<file path="src/sv/tft_pkg.sv">
// Shared types, sizes and helpers of the TCP flow tracker.
`default_nettype none

package tft_pkg;

    localparam int TABLE_ENTRIES = 64;
    localparam int NUM_BANKS     = 8;
    localparam int BANK_DEPTH    = TABLE_ENTRIES / NUM_BANKS;
    localparam int ROW_W         = $clog2(BANK_DEPTH);
    localparam int BANK_W        = $clog2(NUM_BANKS);
    localparam int SCAN_W        = $clog2(BANK_DEPTH + 1);
    localparam int COUNT_WIDTH   = 32;
    localparam int QUEUE_DEPTH   = 2;
    localparam int QPTR_W        = $clog2(QUEUE_DEPTH);
    localparam int QCNT_W        = $clog2(QUEUE_DEPTH + 1);

    localparam logic STATUS_CLOSED  = 1'b0;
    localparam logic STATUS_DROPPED = 1'b1;

    typedef logic [COUNT_WIDTH-1:0] t_count;

    typedef struct packed {
        logic [31:0] source_address;
        logic [31:0] dest_address;
        logic [15:0] source_port;
        logic [15:0] dest_port;
        logic [7:0]  flag_bits;
        logic [47:0] timestamp_ms;
    } t_pkt;

    typedef struct packed {
        logic        status;
        logic [31:0] low_address;
        logic [15:0] low_port;
        logic [31:0] high_address;
        logic [15:0] high_port;
        logic [31:0] packets_in;
        logic [31:0] packets_out;
        logic [47:0] duration_ms;
    } t_result;

    // Classified request handed from the front part to the engine
    typedef struct packed {
        logic [31:0] low_address;
        logic [15:0] low_port;
        logic [31:0] high_address;
        logic [15:0] high_port;
        logic        is_out;
        logic        closing;
        logic [47:0] timestamp_ms;
    } t_req;

    typedef struct packed {
        logic [31:0] low_address;
        logic [15:0] low_port;
        logic [31:0] high_address;
        logic [15:0] high_port;
        t_count      count_in;
        t_count      count_out;
        logic [47:0] start_time;
    } t_entry;

    typedef enum logic [2:0] {
        S_IDLE   = 3'b001,
        S_SCAN   = 3'b010,
        S_UPDATE = 3'b100
    } t_state;

    function automatic t_count sat_inc(input t_count v);
        sat_inc = (v == '1) ? v : v + 1'b1;
    endfunction

    // Clip a stored count to the 32-bit report field
    function automatic logic [31:0] report_count(input t_count v);
        report_count = (v > t_count'(32'hFFFF_FFFF)) ? 32'hFFFF_FFFF : 32'(v);
    endfunction

endpackage

`default_nettype wire

</file>
<file path="src/sv/tft_queue.sv">
// Short request queue between the front part and the table engine.
`default_nettype none

module tft_queue (
    input  wire logic          i_clk,
    input  wire logic          i_rst_n,
    input  wire logic          i_push,
    input  wire tft_pkg::t_req i_data,
    output logic               o_full,
    output logic               o_valid,
    input  wire logic          i_pop,
    output tft_pkg::t_req      o_data
);

    tft_pkg::t_req               r_slot [tft_pkg::QUEUE_DEPTH];
    logic [tft_pkg::QPTR_W-1:0]  r_wr_ptr;
    logic [tft_pkg::QPTR_W-1:0]  r_rd_ptr;
    logic [tft_pkg::QCNT_W-1:0]  r_count;

    always_ff @(posedge i_clk) begin
        if (!i_rst_n) begin
            r_wr_ptr <= '0;
            r_rd_ptr <= '0;
            r_count  <= '0;
        end else begin
            if (i_push) begin
                r_wr_ptr <= r_wr_ptr + 1'b1;
            end
            if (i_pop) begin
                r_rd_ptr <= r_rd_ptr + 1'b1;
            end
            if (i_push && !i_pop) begin
                r_count <= r_count + 1'b1;
            end else if (i_pop && !i_push) begin
                r_count <= r_count - 1'b1;
            end
        end
    end

    always_ff @(posedge i_clk) begin
        if (i_push) begin
            r_slot[r_wr_ptr] <= i_data;
        end
    end

    assign o_full  = (r_count == tft_pkg::QCNT_W'(tft_pkg::QUEUE_DEPTH));
    assign o_valid = (r_count != '0);
    assign o_data  = r_slot[r_rd_ptr];

endmodule

`default_nettype wire

</file>
<file path="config.mk">
export PLATFORM = sky130hd
export DESIGN_NAME = tft_queue
export DESIGN_NICKNAME = d
export VERILOG_FILES = /design/src/sv/tft_pkg.sv /design/src/sv/tft_queue.sv
export SDC_FILE = /design/constraint.sdc
export NUM_CORES = 1
export LEC_CHECK = 0
export CORE_MARGIN = 2
export CORE_UTILIZATION = 40
export DETAILED_ROUTE_END_ITERATION = 16
export DONT_BUFFER_PORTS = 1
export GPL_TIMING_DRIVEN = 0
export PLACE_DENSITY = 0.64
export SYNTH_ARGS = -nofsm -noshare
export SYNTH_HDL_FRONTEND = slang
export SYNTH_SLANG_ARGS = --single-unit
</file>
<file path="constraint.sdc">
create_clock -name i_clk -period 19 [get_ports i_clk]
set_input_delay 3.8 -clock i_clk [delete_from_list [all_inputs] [get_ports i_clk]]
set_output_delay 3.8 -clock i_clk [all_outputs]
set_load 0.02 [all_outputs]
</file>
==> impl_metrics.env <==
export IMPL_timing_critical_path_buf_inv=2
export IMPL_postLayoutCellArea_sq_mm=0.0124
export IMPL_report_final_slew_viol_count=0
export IMPL_start_util_pct=40.5
export IMPL_pin_count_of_the_biggest_net_entering_global_routing=70
export IMPL_buffer_ports_inserted=0
export IMPL_tritoncts="built"
export IMPL_rrSetupSlack_ns=16.95
export IMPL_post_synth_cell_area_avg_sq_um=22.7
export IMPL_tns_ns=0
export IMPL_postRouteAntennaNets=0
export IMPL_slew_headroom_pct=45.6
export IMPL_critical_path_reg2reg_endpoint="r_slot[0][70]$_DFFE_PP_"
export IMPL_timing_hold_worst_start="r_count[1]$_SDFFE_PN0P_"
export IMPL_clk_latency_ns=0.54
export IMPL_syn_num_nets=627
export IMPL_syn_inst=476
export IMPL_placed_area_sq_mm=0.0114
export IMPL_routed_wire_length_per_instance_um=22.0
export IMPL_nets=665
export IMPL_cts_path_max_buffers=3
export IMPL_detail_route_vias_per_cell=5.06
export IMPL_cts_resized_gates=0
export IMPL_first_pass_grt_wire_length_um=27900
export IMPL_detail_route_drc_violations=0
export IMPL_track_usage_pct=12.9
export IMPL_final_setup_viol_count=0
export IMPL_wirelength_met1_um=6300
export IMPL_layout_drive_gt1_share_pct=39.8
export IMPL_layout_cells_non_filler=874
export IMPL_flow_area_growth_from_synthesis_pct=14.6
export IMPL_cts_inserted_buffers=29
export IMPL_critical_path_max_stage_delay_ns=0.42
export IMPL_cts_hold_buffers=0
export IMPL_startpoint_type="flop"
export IMPL_timing_reg2reg_worst_path_depth=4
export IMPL_drt_first_iter_violations=285
export IMPL_p_leak_uw=0.00404
export IMPL_h_tree_depth=1
export IMPL_met3RoutedLength_um=2540
export IMPL_finalCriticalPeriod_ns=5.53
export IMPL_die_area_sq_mm=0.0284
export IMPL_timing_critical_path_slowest_stage_cell="sky130_fd_sc_hd__mux2_2"
export IMPL_setup_worst_path_end_class="output pin"
export IMPL_antenna_violations_before_repair=0
export IMPL_via_count_of_the_first_global_routing_pass=4737
export IMPL_synth_cell_types=16
export IMPL_cap_violations=0
export IMPL_power_density_mw_per_mm2=119
export IMPL_met2_length_um=9810
export IMPL_cts_root_buffer="sky130_fd_sc_hd__clkbuf_16"
export IMPL_synth_warnings=0
export IMPL_clock_transition_at_the_registers_of_the_reported_paths_ns=0.06
export IMPL_tightestPinTransition_ns=0.814
export IMPL_antenna_cells=0
export IMPL_path_class="flop to output pin"
export IMPL_drt_wl_total_um=19200
export IMPL_pin_count=298
export IMPL_detailroute_via_count=4426
export IMPL_finalHoldViolations=0
export IMPL_core_area_sq_mm=0.0267
export IMPL_dp_hpwl_um=13400
export IMPL_path_delay_family="multiplexers"
export IMPL_numPlacedInstances=824
export IMPL_hold_path_class="flop to flop"
export IMPL_outcome="finished clean"
export IMPL_place_gp_congestion=0.731
export IMPL_synth_ff_latch_count=297
export IMPL_reg2reg_from="r_wr_ptr$_SDFFE_PN0P_"
export IMPL_post_route_period_util_pct=29.1
export IMPL_die_h_um=168
export IMPL_tritoncts_num_sinks=297
export IMPL_path_max_fanout=10
export IMPL_layout_cells_most_common="sky130_fd_sc_hd__edfxtp_1"
export IMPL_drt_first_pass_iters=4
export IMPL_post_cts_repair_setup_buffers=0
export IMPL_worst_case_vdd_ir_drop_uv=84.5
export IMPL_grt_setup_unrepaired="no"
export IMPL_most_common_layout_cells="292 x sky130_fd_sc_hd__edfxtp_1, 146 x sky130_fd_sc_hd__mux2_2, 29 x sky130_fd_sc_hd__clkbuf_16"
export IMPL_number_of_standard_cell_rows_in_the_floorplan=60
export IMPL_grt_ovfl_total=0
export IMPL_die_width_um=168
export IMPL_worst_ep_arrival_time_ns=1.73
export IMPL_timing_critical_path_cells="buf_6, buf_6, mux2_2"
export IMPL_worstHoldEndpoint="r_count[1]$_SDFFE_PN0P_"
export IMPL_ys_seq_area_share_pct=82.0
export IMPL_finalClockSkew_ns=0.00579
export IMPL_critical_path_top_cell_by_count="sky130_fd_sc_hd__buf_6"
export IMPL_hold_depth=2
export IMPL_achievable_frequency_mhz=181
export IMPL_top_signal_layer_used="met4"
export IMPL_cp_required_ns=15.20
export IMPL_syn_area_sq_mm=0.0108
stage by stage:
stage	worst slack (ns)	util [%]	power, uW	hold slack (ns)
3_3_place_gp	5.43	42.1	919	0.500
4_1_cts	13.40	46.4	1500	0.501
6_report	13.47	46.4	1480	0.510
3_5_place_dp	13.46	42.7	919	0.493
2_1_floorplan	8.18	-	895	0.461
5_1_grt	13.36	46.4	1530	0.536
state kept, by name (all words and copies together), names as in the netlist, named ones only:
name / cells
r_wr_ptr: 1
r_slot: 292
r_rd_ptr: 1
r_count: 2
area by class of cell:
| class | instances | area, sq um |
|---|---|---|
| Clock inverter | 19 | 240 |
| Timing Repair Buffer | 7 | 170 |
| Buffer | 16 | 180 |
| Clock buffer | 31 | 733 |
| Fill cell | 2174 | 14300 |
| Tap cell | 341 | 427 |
| Inverter | 1 | 3.75 |
| Multi-Input combinational cell | 162 | 1770 |
| Sequential cell | 297 | 8870 |
report_power, final:
| group | internal, uW | switching [uW] |
|---|---|---|
| combinational | 47.6 | 89.8 |
| sequential | 758 | 7.60 |
| clock | 357 | 221 |
| total | 1160 | 319 |
cells in the mapped netlist:
| cell type | number | area, sq um |
|---|---|---|
| sky130_fd_sc_hd__o21a_1 | 1 | 7.51 |
| sky130_fd_sc_hd__xnor2_1 | 1 | 8.76 |
| sky130_fd_sc_hd__inv_1 | 1 | 3.75 |
| sky130_fd_sc_hd__a21boi_1 | 1 | 7.51 |
| sky130_fd_sc_hd__and2_1 | 4 | 25.0 |
| sky130_fd_sc_hd__mux2_2 | 146 | 1640 |
| sky130_fd_sc_hd__or3_1 | 1 | 6.26 |
| sky130_fd_sc_hd__o21ai_0 | 1 | 5.00 |
| sky130_fd_sc_hd__or2_2 | 1 | 6.26 |
| sky130_fd_sc_hd__xor2_1 | 2 | 17.5 |
| sky130_fd_sc_hd__dfxtp_1 | 5 | 100 |
| sky130_fd_sc_hd__edfxtp_1 | 292 | 8770 |
| sky130_fd_sc_hd__nor2b_1 | 2 | 12.5 |
| sky130_fd_sc_hd__buf_6 | 16 | 180 |
| sky130_fd_sc_hd__and2b_2 | 1 | 8.76 |
| sky130_fd_sc_hd__ha_1 | 1 | 12.5 |
how the worst max path moves through the flow:
stage / endpoint / depth (start not counted) / slack, ns / startpoint
floorplan: r_slot[0][0]$_DFFE_PP_ / 1 / 8.18 / i_push
global placement: r_slot[0][70]$_DFFE_PP_ / 1 / 5.43 / i_push
detailed placement: r_slot[0][72]$_DFFE_PP_ / 4 / 13.46 / i_push
CTS: o_data[46] / 3 / 13.40 / flop
global route: o_data[4] / 3 / 13.36 / flop
finish: o_data[17] / 3 / 13.47 / flop
routing by layer:
| layer | track usage, % | vias up |
|---|---|---|
| li1 | - | 1969 |
| met1 | 12.5 | 2201 |
| met2 | 22.8 | 222 |
| met3 | 7.40 | 34 |
| met4 | 4.24 | 0 |
| met5 | 0 | - |
tightest hold or removal path, stage by stage (launching register included):
cell and delay [ns]:
sky130_fd_sc_hd__dfxtp_1 0.32, sky130_fd_sc_hd__o21ai_0 0.08, sky130_fd_sc_hd__a21boi_1 0.06
logic make-up (layout without fill, tap and decap cells):
kind of cell | count (synthesis) | count (layout) | synth area share [%]
adder cells (fa/ha/maj) | 1 | 1 | 0.116
XOR/XNOR | 3 | 3 | 0.243
buffers and inverters | 17 | 74 | 1.70
AND/OR/NAND/NOR | 9 | 9 | 0.544
flip-flops | 297 | 297 | 82.0
AO/OA/AOI/OAI | 3 | 3 | 0.185
multiplexers | 146 | 146 | 15.2
Power figures use the tool's default switching activity.
