File: src/sv/tft_pkg.sv
// Shared types, sizes and helpers of the TCP flow tracker.
`default_nettype none

package tft_pkg;

    localparam int TABLE_ENTRIES = 64;
    localparam int NUM_BANKS     = 8;
    localparam int BANK_DEPTH    = TABLE_ENTRIES / NUM_BANKS;
    localparam int ROW_W         = $clog2(BANK_DEPTH);
    localparam int BANK_W        = $clog2(NUM_BANKS);
    localparam int SCAN_W        = $clog2(BANK_DEPTH + 1);
    localparam int COUNT_WIDTH   = 32;
    localparam int QUEUE_DEPTH   = 2;
    localparam int QPTR_W        = $clog2(QUEUE_DEPTH);
    localparam int QCNT_W        = $clog2(QUEUE_DEPTH + 1);

    localparam logic STATUS_CLOSED  = 1'b0;
    localparam logic STATUS_DROPPED = 1'b1;

    typedef logic [COUNT_WIDTH-1:0] t_count;

    typedef struct packed {
        logic [31:0] source_address;
        logic [31:0] dest_address;
        logic [15:0] source_port;
        logic [15:0] dest_port;
        logic [7:0]  flag_bits;
        logic [47:0] timestamp_ms;
    } t_pkt;

    typedef struct packed {
        logic        status;
        logic [31:0] low_address;
        logic [15:0] low_port;
        logic [31:0] high_address;
        logic [15:0] high_port;
        logic [31:0] packets_in;
        logic [31:0] packets_out;
        logic [47:0] duration_ms;
    } t_result;

    // Classified request handed from the front part to the engine
    typedef struct packed {
        logic [31:0] low_address;
        logic [15:0] low_port;
        logic [31:0] high_address;
        logic [15:0] high_port;
        logic        is_out;
        logic        closing;
        logic [47:0] timestamp_ms;
    } t_req;

    typedef struct packed {
        logic [31:0] low_address;
        logic [15:0] low_port;
        logic [31:0] high_address;
        logic [15:0] high_port;
        t_count      count_in;
        t_count      count_out;
        logic [47:0] start_time;
    } t_entry;

    typedef enum logic [2:0] {
        S_IDLE   = 3'b001,
        S_SCAN   = 3'b010,
        S_UPDATE = 3'b100
    } t_state;

    function automatic t_count sat_inc(input t_count v);
        sat_inc = (v == '1) ? v : v + 1'b1;
    endfunction

    // Clip a stored count to the 32-bit report field
    function automatic logic [31:0] report_count(input t_count v);
        report_count = (v > t_count'(32'hFFFF_FFFF)) ? 32'hFFFF_FFFF : 32'(v);
    endfunction

endpackage

`default_nettype wire

File: src/sv/tft_front.sv
// Front part: orders the endpoints and classifies each packet header.
`default_nettype none

module tft_front (
    input  wire logic          i_pkt_valid,
    input  wire tft_pkg::t_pkt i_pkt,
    output logic               o_pkt_stall,
    input  wire logic          i_q_full,
    output logic               o_push,
    output tft_pkg::t_req      o_req
);

    logic src_low;
    logic same_ends;

    always_comb begin
        src_low   = (i_pkt.source_address < i_pkt.dest_address) ||
                    ((i_pkt.source_address == i_pkt.dest_address) &&
                     (i_pkt.source_port < i_pkt.dest_port));
        same_ends = (i_pkt.source_address == i_pkt.dest_address) &&
                    (i_pkt.source_port == i_pkt.dest_port);

        o_req.low_address  = src_low ? i_pkt.source_address : i_pkt.dest_address;
        o_req.low_port     = src_low ? i_pkt.source_port    : i_pkt.dest_port;
        o_req.high_address = src_low ? i_pkt.dest_address   : i_pkt.source_address;
        o_req.high_port    = src_low ? i_pkt.dest_port      : i_pkt.source_port;
        // source equals the low endpoint: either it sorted low or both ends match
        o_req.is_out       = src_low || same_ends;
        o_req.closing      = i_pkt.flag_bits[0] || i_pkt.flag_bits[2];
        o_req.timestamp_ms = i_pkt.timestamp_ms;
    end

    assign o_pkt_stall = i_q_full;
    assign o_push      = i_pkt_valid && !i_q_full;

endmodule

`default_nettype wire

File: config.mk
export PLATFORM = sky130hd
export DESIGN_NAME = tft_front
export DESIGN_NICKNAME = d
export VERILOG_FILES = /design/src/sv/tft_pkg.sv /design/src/sv/tft_front.sv
export SDC_FILE = /design/constraint.sdc
export NUM_CORES = 1
export LEC_CHECK = 0
export BUFFER_PORTS_ARGS = -buffer_cell sky130_fd_sc_hd__buf_2
export CORE_AREA = 2 2 117 119
export DETAILED_ROUTE_END_ITERATION = 8
export DIE_AREA = 0 0 119 121
export PLACE_DENSITY_LB_ADDON = 0.15
export SLEW_MARGIN = 15
export SYNTH_ARGS = -nofsm -noshare
export SYNTH_HDL_FRONTEND = slang
export SYNTH_SLANG_ARGS = --single-unit
File: constraint.sdc
create_clock -name vclk -period 5.1
set_clock_uncertainty 0.2 [all_clocks]
set_input_delay 0.765 -clock vclk [all_inputs]
set_output_delay 0.765 -clock vclk [all_outputs]
set_load 0.01 [all_outputs]
==> results of run 1 <==
==> power by group through the flow <==
stage,logic (mW),registers [mW],clock network [mW]
final,0.446,0,0
after global routing,0.493,0,0
after CTS,0.455,0,0
after detailed placement,0.453,0,0
after global placement,0.451,0,0
after floorplan,0.329,0,0
==> metrics by stage <==
stage	total power, mW	util	std cells	setup WS (ns)
finish	0.446	0.279	644	0.596
global route	0.493	0.279	644	0.267
CTS	0.455	0.279	644	0.431
detailed placement	0.453	0.279	644	0.444
global placement	0.451	0.279	644	0.447
floorplan	0.329	-	325	1.37
==> critical path: stages <==
cell and delay, ns:
buf_2 0.10, inv_1 0.04, ha_1 0.30, nand4_1 0.23, nor4_1 0.46, nand2_1 0.19
a2111oi_2 0.42, a22oi_2 0.10, buf_4 0.36, mux2_4 0.38, buf_2 0.15
==> area by class of cell <==
| type | count | share of cell area |
|---|---|---|
| multi-input combinational | 218 | 0.612 |
| inverter | 48 | 0.0493 |
| timing repair buffer | 202 | 0.278 |
| tap | 176 | 0.0603 |
==> worst min path at each step <==
stage | start | end | slack (ns) | depth (start not counted)
3_3_place_gp | i_pkt[15] | o_req[15] | 1.33 | 0
6_report | i_pkt[5] | o_req[5] | 1.33 | 0
4_1_cts | i_pkt[15] | o_req[15] | 1.33 | 0
5_1_grt | i_pkt[40] | o_req[40] | 1.33 | 0
2_1_floorplan | i_q_full | o_push | 1.38 | 1
3_5_place_dp | i_pkt[15] | o_req[15] | 1.33 | 0
==> cells in the final DEF, fill, tap and decap left out <==
| cell type | count |
|---|---|
| a21oi_1 | 18 |
| nand4_1 | 11 |
| o31ai_1 | 2 |
| nor3_1 | 1 |
| a21boi_0 | 1 |
| mux2_4 | 28 |
| a2111oi_2 | 1 |
| nor4_1 | 3 |
| o21a_1 | 1 |
| ha_1 | 48 |
| inv_1 | 48 |
| a2111oi_0 | 1 |
| a22oi_2 | 1 |
| nand2_1 | 7 |
| or2_2 | 1 |
| o221ai_1 | 1 |
| a221o_1 | 1 |
| nand4_2 | 1 |
| nor2b_1 | 3 |
| a211oi_1 | 2 |
| nand3_1 | 5 |
| buf_4 | 2 |
| buf_2 | 200 |
| nor2_1 | 3 |
| a21o_1 | 5 |
| o21ai_0 | 3 |
| mux2_1 | 1 |
| o211ai_1 | 2 |
| mux2_2 | 67 |
==> cells by family (layout without fill, tap and decap cells) <==
| group | count (synthesis) | after routing |
|---|---|---|
| muxes | 96 | 96 |
| and+or+nand+nor | 35 | 35 |
| AOI/OAI and AO/OA | 39 | 39 |
| buffers and inverters | 107 | 250 |
| adders and majority gates | 48 | 48 |
==> routing by layer <==
layer | routed length (um) | GRT usage | vias up
li1 | - | - | 1398
met1 | 3260 | 0.124 | 1231
met2 | 3720 | 0.181 | 132
met3 | 546 | 0.00940 | 16
met4 | 115 | 0.0141 | 0
met5 | 0 | 0 | -
==> cells in the mapped netlist <==
cell type,number
a2111oi_0,1
a2111oi_2,1
a211oi_1,2
a21boi_0,1
a21o_1,5
a21oi_1,18
a221o_1,1
a22oi_2,1
buf_2,6
buf_4,49
buf_6,4
ha_1,48
inv_1,48
mux2_1,1
mux2_2,67
mux2_4,28
nand2_1,7
nand3_1,5
nand4_1,11
nand4_2,1
nor2_1,3
nor2b_1,3
nor3_1,1
nor4_1,3
o211ai_1,2
o21a_1,1
o21ai_0,3
o221ai_1,1
o31ai_1,2
or2_2,1
==> impl_metrics.yaml, run 1 <==
timing:
  finalHoldViolations: 0
  worst_slew_pin_slew_ns: 0.755
  fmax_mhz: 222
  slew_headroom: 0.496
  rsz0062_at_grt: "false"
  fin_tns_setup_ns: 0
  hold_ws_ns: 1.33
  finalCritPeriodShare: 0.883
  layout_min_cycle_time_ns: 4.50
  finalMaxSlewViolations: 0
  finalSetupViolCount: 0
setup_path:
  crit_path_end: "o_req[83]"
  crit_arrival_ns: 3.54
  end_kind: "output port"
  critPathKind: "input port to output port"
  cp-startpoint: "i_pkt[115]"
  crit_path_start_kind: "input port"
  cp_data_required_time_ns: 4.14
  crit_path_max_fanout: 56
yosys:
  syn_inst: 325
  synthAdderAreaFrac: 0.210
  synth_compound_area_frac: 0.0901
  ys_seq_area_frac: 0
  synth.top_cell.area_share: 0.264
  ys_top_cells_by_area: "mux2_2 (26%), ha_1 (21%), mux2_4 (15%), buf_4 (13%), inv_1 (6.3%)"
  yosys.area_share.simple: 0.0674
  synth_xor_area_frac: 0
  synth_top_family_by_area: "multiplexers"
  yosysTopAreaCell: "mux2_2"
  synthesis.nets: 527
  synth_area_per_cell_um2: 8.80
  synth_warnings: 0
  syn_area_mm2: 0.00286
  synth_cell_type_count: 30
  synth.area.mux_share: 0.415
layout:
  drive_above_1_share: 0.643
  multi_input_area_mm2: 0.00224
  nClkBuffers: 0
  antennaDiodeCount: 0
  syn_to_final_growth_pct: 27.7
  layout.nets: 672
  nFillCells: 1440
  ff_latch_area_um2: 0
  stdcell_area_mm2: 0.00365
  seq_cells: 0
routing:
  vias_per_cell: 4.31
  wl_per_cell_um: 11.9
  drt_first_pass_iters: 3
  drt_iter0_drc: 32
  wirelength_um: 7640
  antenna_left: 0
  via_count: 2777
  post-route-drc-count: 0
power_and_ir_drop:
  ir_drop_mv: 0.0469
  seq_power_share: 0
  p_comb_frac: 1.000
  intPower_mw: 0.234
  p_sw_mw: 0.212
  p_clk_frac: 0
  swShare: 0.475
  leakage_nw: 2.04
  powerDensity_mw_per_mm2: 122
floorplanning:
  initial_utilization: 0.219
  io-pin-count: 302
  core_area_mm2: 0.0131
  die_h_um: 121
  std_cell_rows: 42
  die_x_um: 119
  die_area_mm2: 0.0144
min_path:
  min_path_type: "input port to output port"
global_routing:
  track_usage: 0.0972
  grt_pass1_vias: 2564
  grt_start_max_net_pins: 57
  grt_antenna_before_repair: 0
  grt_overflow_total: 0
  grt_pass1_wl_um: 12100
clock_tree:
  cts.repair.resized: 0
  hold_buffers: 0
  post-cts-setup-buffer-count: 0
place:
  io_buffers: 200
  place.gp.congestion: 0.669
  hpwl_um: 6860
  post_dp_cell_area_mm2: 0.00365
run:
  max_cap_viol_count: 0
outcome:
  status: "completed"
(Power assumes the default switching activity.)
==> run 2, diff against run 1 <==
- BUFFER_PORTS_ARGS: -buffer_cell sky130_fd_sc_hd__buf_2 -> unset
- DONT_BUFFER_PORTS: unset -> 1
==> run 2 against run 1 <==
  * Cell count is 31% lower
  * Global-route usage fell by 1.6 points
  * Critical endpoint unchanged
  * Cell area decreased by 27%
  * Worst setup slack improved by 0.24 ns
  * Sequential share of layout area unchanged
  * Core utilization is 7.6 points lower
  * Clock-buffer cell count is the same
  * Flip-flop and latch count is the same
==> impl_metrics.yaml, run 2 (synthesized netlist as in run 1, its figures left out) <==
outcome:
  status: "completed"
timing:
  finalHoldViolations: 0
  finalMaxSlewViolations: 0
  finalCritPeriodShare: 0.836
  fmax_mhz: 235
  layout_min_cycle_time_ns: 4.26
  setup_ws_ns: 0.838
  slew_headroom: 0.514
  rsz0062_at_grt: "false"
  worst_slew_pin_slew_ns: 0.729
  finalSetupViolCount: 0
  fin_tns_setup_ns: 0
  hold_ws_ns: 1.33
layout:
  antennaDiodeCount: 0
  stdcell_count: 444
  layout.nets: 472
  seq_cells: 0
  syn_to_final_growth_pct: -7.26
  fin_util: 0.203
  final_common_cell: "mux2_2"
  drive_above_1_share: 0.377
  stdcell_area_mm2: 0.00265
  most-common-layout-cells: "mux2_2 (67), inv_1 (48), ha_1 (48), mux2_4 (28), a21oi_1 (18)"
  ff_latch_area_um2: 0
  nClkBuffers: 0
floorplanning:
  die_x_um: 119
  std_cell_rows: 42
  die_area_mm2: 0.0144
  die_h_um: 121
  initial_utilization: 0.219
  core_area_mm2: 0.0131
  io-pin-count: 302
routing:
  vias_per_cell: 4.62
  via_count: 2050
  met2_wirelength_um: 3240
  wl_met3_um: 629
  drt_iter0_drc: 18
  highest_layer: "met4"
  post-route-drc-count: 0
  wirelength_um: 6650
  wl_per_cell_um: 15.0
  drt_first_pass_iters: 4
  antenna_left: 0
  wl_met1_um: 2660
global_routing:
  grt_antenna_before_repair: 0
  grt_pass1_vias: 1991
  grt_start_max_net_pins: 50
  grt_overflow_total: 0
  track_usage: 0.0811
  grt_pass1_wl_um: 9800
place:
  io_buffers: 0
  post_dp_cell_area_mm2: 0.00265
  placed_cells: 444
  hpwl_um: 5970
  place_ws_ns: 0.651
  place.gp.congestion: 0.671
clock_tree:
  post-cts-setup-buffer-count: 0
  hold_buffers: 0
  cts.repair.resized: 0
setup_path:
  crit_path_max_fanout: 49
  cp-startpoint: "i_pkt[115]"
  cp_data_required_time_ns: 4.14
  crit_path_end: "o_req[83]"
  crit_path_start_kind: "input port"
  crit_arrival_ns: 3.30
  end_kind: "output port"
  critPathKind: "input port to output port"
power_and_ir_drop:
  p_total_mw: 0.316
  powerDensity_mw_per_mm2: 119
  leakage_nw: 1.26
  ir_drop_mv: 0.0314
run:
  max_cap_viol_count: 0
min_path:
  min_path_type: "input port to output port"
[run 2: changes by cell type in the layout (fill, tap and decap cells not counted), sizes merged]
cell  change
buf     -200
[run 2: power breakdown]
group	leakage, nW	total [mW]	internal [mW]	switching [mW]
sequential	0	0	0	0
combinational	1.26	0.316	0.153	0.162
clock	0	0	0	0
[run 2: worst min path at each step]
stage | startpoint | endpoint | depth (start not counted)
after floorplan | i_q_full | o_push | 1
after global placement | i_pkt[15] | o_req[15] | 0
after detailed placement | i_pkt[15] | o_req[15] | 0
after CTS | i_pkt[15] | o_req[15] | 0
after global routing | i_pkt[40] | o_req[40] | 0
final | i_pkt[13] | o_req[13] | 0
[run 2: routing by layer]
layer,track usage,up-vias
li1,-,1001
met1,0.0935,894
met2,0.154,139
met3,0.0183,16
met4,0.0141,0
met5,0,-
[run 2: final cells by class]
cell class	instances	area, um2
Multi-Input combinational cell	218	2240
Inverter	48	180
Tap cell	176	220
Fill cell	1488	10400
Timing Repair Buffer	2	15.0
[run 2: worst max-delay path, stage by stage]
cell and delay, ns:
inv_1 0.02, ha_1 0.31, nand4_1 0.21, nor4_1 0.41
nand2_1 0.21, a2111oi_2 0.45, a22oi_2 0.10, buf_4 0.37
mux2_4 0.42
==> run 3, diff against run 2 <==
- clock period: 5.1 -> 3.7 ns (I/O delays scaled with it)
==> run 3 against run 2 <==
  * Flip-flop and latch count is the same
  * Core utilization is 0.98 points higher
  * Wire length up 1.5%
  * First-iteration DRC count grew 67%
  * Clock-buffer cell count is the same
  * Worst setup slack got worse by 0.67 ns
  * Critical path depth increased by 1
  * Non-clock buffer count increased by 9
  * Critical path type unchanged
  * Highest routed layer unchanged
==> impl_metrics.yaml, run 3 (synthesized netlist as in run 1, its figures left out) <==
routing:
  post-route-drc-count: 0
  wl_per_cell_um: 14.9
  vias_per_cell: 4.60
  drt_first_pass_iters: 4
  antenna_left: 0
  via_count: 2086
  drt_iter0_drc: 30
  wirelength_um: 6750
setup_path:
  crit_path_start_kind: "input port"
  crit_path_max_fanout: 39
  end_kind: "output port"
  cp_data_required_time_ns: 2.94
  crit_arrival_ns: 2.78
  critPathKind: "input port to output port"
layout:
  ff_latch_area_um2: 0
  nClkBuffers: 0
  syn_to_final_growth_pct: -2.80
  nFillCells: 1464
  final_common_cell: "mux2_2"
  antennaDiodeCount: 0
  seq_cells: 0
  layout.nets: 481
  most-common-layout-cells: "mux2_2 (67), inv_1 (48), ha_1 (48), mux2_4 (28), a21oi_1 (18)"
  drive_above_1_share: 0.408
floorplanning:
  initial_utilization: 0.219
  std_cell_rows: 42
  die_area_mm2: 0.0144
  core_area_mm2: 0.0131
  die_h_um: 121
  io-pin-count: 302
  die_x_um: 119
place:
  place_ws_ns: -0.0649
  hpwl_um: 6100
  place.gp.congestion: 0.704
  io_buffers: 0
timing:
  slew_headroom: 0.681
  setup_ws_ns: 0.164
  fmax_mhz: 283
  finalMaxSlewViolations: 0
  finalHoldViolations: 0
  rsz0062_at_grt: "true"
  finalSetupViolCount: 0
  layout_min_cycle_time_ns: 3.54
  finalCritPeriodShare: 0.956
  worst_slew_pin_slew_ns: 0.473
global_routing:
  grt_pass1_vias: 2069
  grt_start_max_net_pins: 40
  grt_overflow_total: 0
  grt_pass1_wl_um: 10100
  grt_antenna_before_repair: 0
  track_usage: 0.0831
power_and_ir_drop:
  leakage_nw: 1.31
  p_total_mw: 0.459
  powerDensity_mw_per_mm2: 165
  ir_drop_mv: 0.0432
clock_tree:
  hold_buffers: 0
  post-cts-setup-buffer-count: 0
outcome:
  status: "completed"
run:
  max_cap_viol_count: 0
min_path:
  min_path_type: "input port to output port"
-- run 3: cell types whose count changed in the layout (fill, tap and decap cells not counted), sizes merged --
cell,change
buf,+9
-- run 3: what timing repair did --
item | 4_1_cts | 5_1_grt
setup endpoints to repair | 75 | 96
pin swaps | 0 | 3
gates resized for setup | 2 | 3
-- run 3: final cells by class --
class | count | area [um2] | area share
inverter | 48 | 180 | 0.0648
multi-input combinational | 218 | 2260 | 0.815
tap | 176 | 220 | 0.0792
timing repair buffer | 11 | 115 | 0.0414
-- run 3: path summary, 6_finish.rpt --
check	endpoint	start	cells past startpoint	slack [ns]
max	o_req[114]	i_pkt[103]	10	0.16
min	o_req[13]	i_pkt[13]	0	0.91
-- run 3: power breakdown --
group	total [mW]	leakage (nW)	internal, mW	switching, mW
logic	0.459	1.31	0.228	0.230
clock network	0	0	0	0
registers	0	0	0	0
total	0.459	1.31	0.228	0.230
-- run 3: worst max-delay path, cell delays in order --
cell and delay (ns):
inv_1 0.03, ha_1 0.32, nand4_1 0.14, buf_4 0.17, a2111oi_0 0.36, o31ai_1 0.18, a22oi_2 0.22, buf_4 0.18
buf_16 0.21, mux2_2 0.40
-- run 3: metal layers --
metal | GRT usage | wire length [um] | up-vias
li1 | - | - | 1016
met1 | 0.101 | 2740 | 919
met2 | 0.154 | 3320 | 135
met3 | 0.0146 | 564 | 16
met4 | 0.0149 | 118 | 0
met5 | 0 | 0 | -
-- run 3: stage by stage --
stage                     TNS [ns]  hold slack, ns  utilization  area (um2)  cells
after floorplan                  0           0.956            -        2860    325
after global placement     -0.0241           0.910        0.210        2750    453
after detailed placement     -1.95           0.910        0.210        2750    453
after CTS                        0           0.910        0.211        2760    453
after global routing      -0.00157           0.910        0.212        2780    453
final                            0           0.910        0.212        2780    453
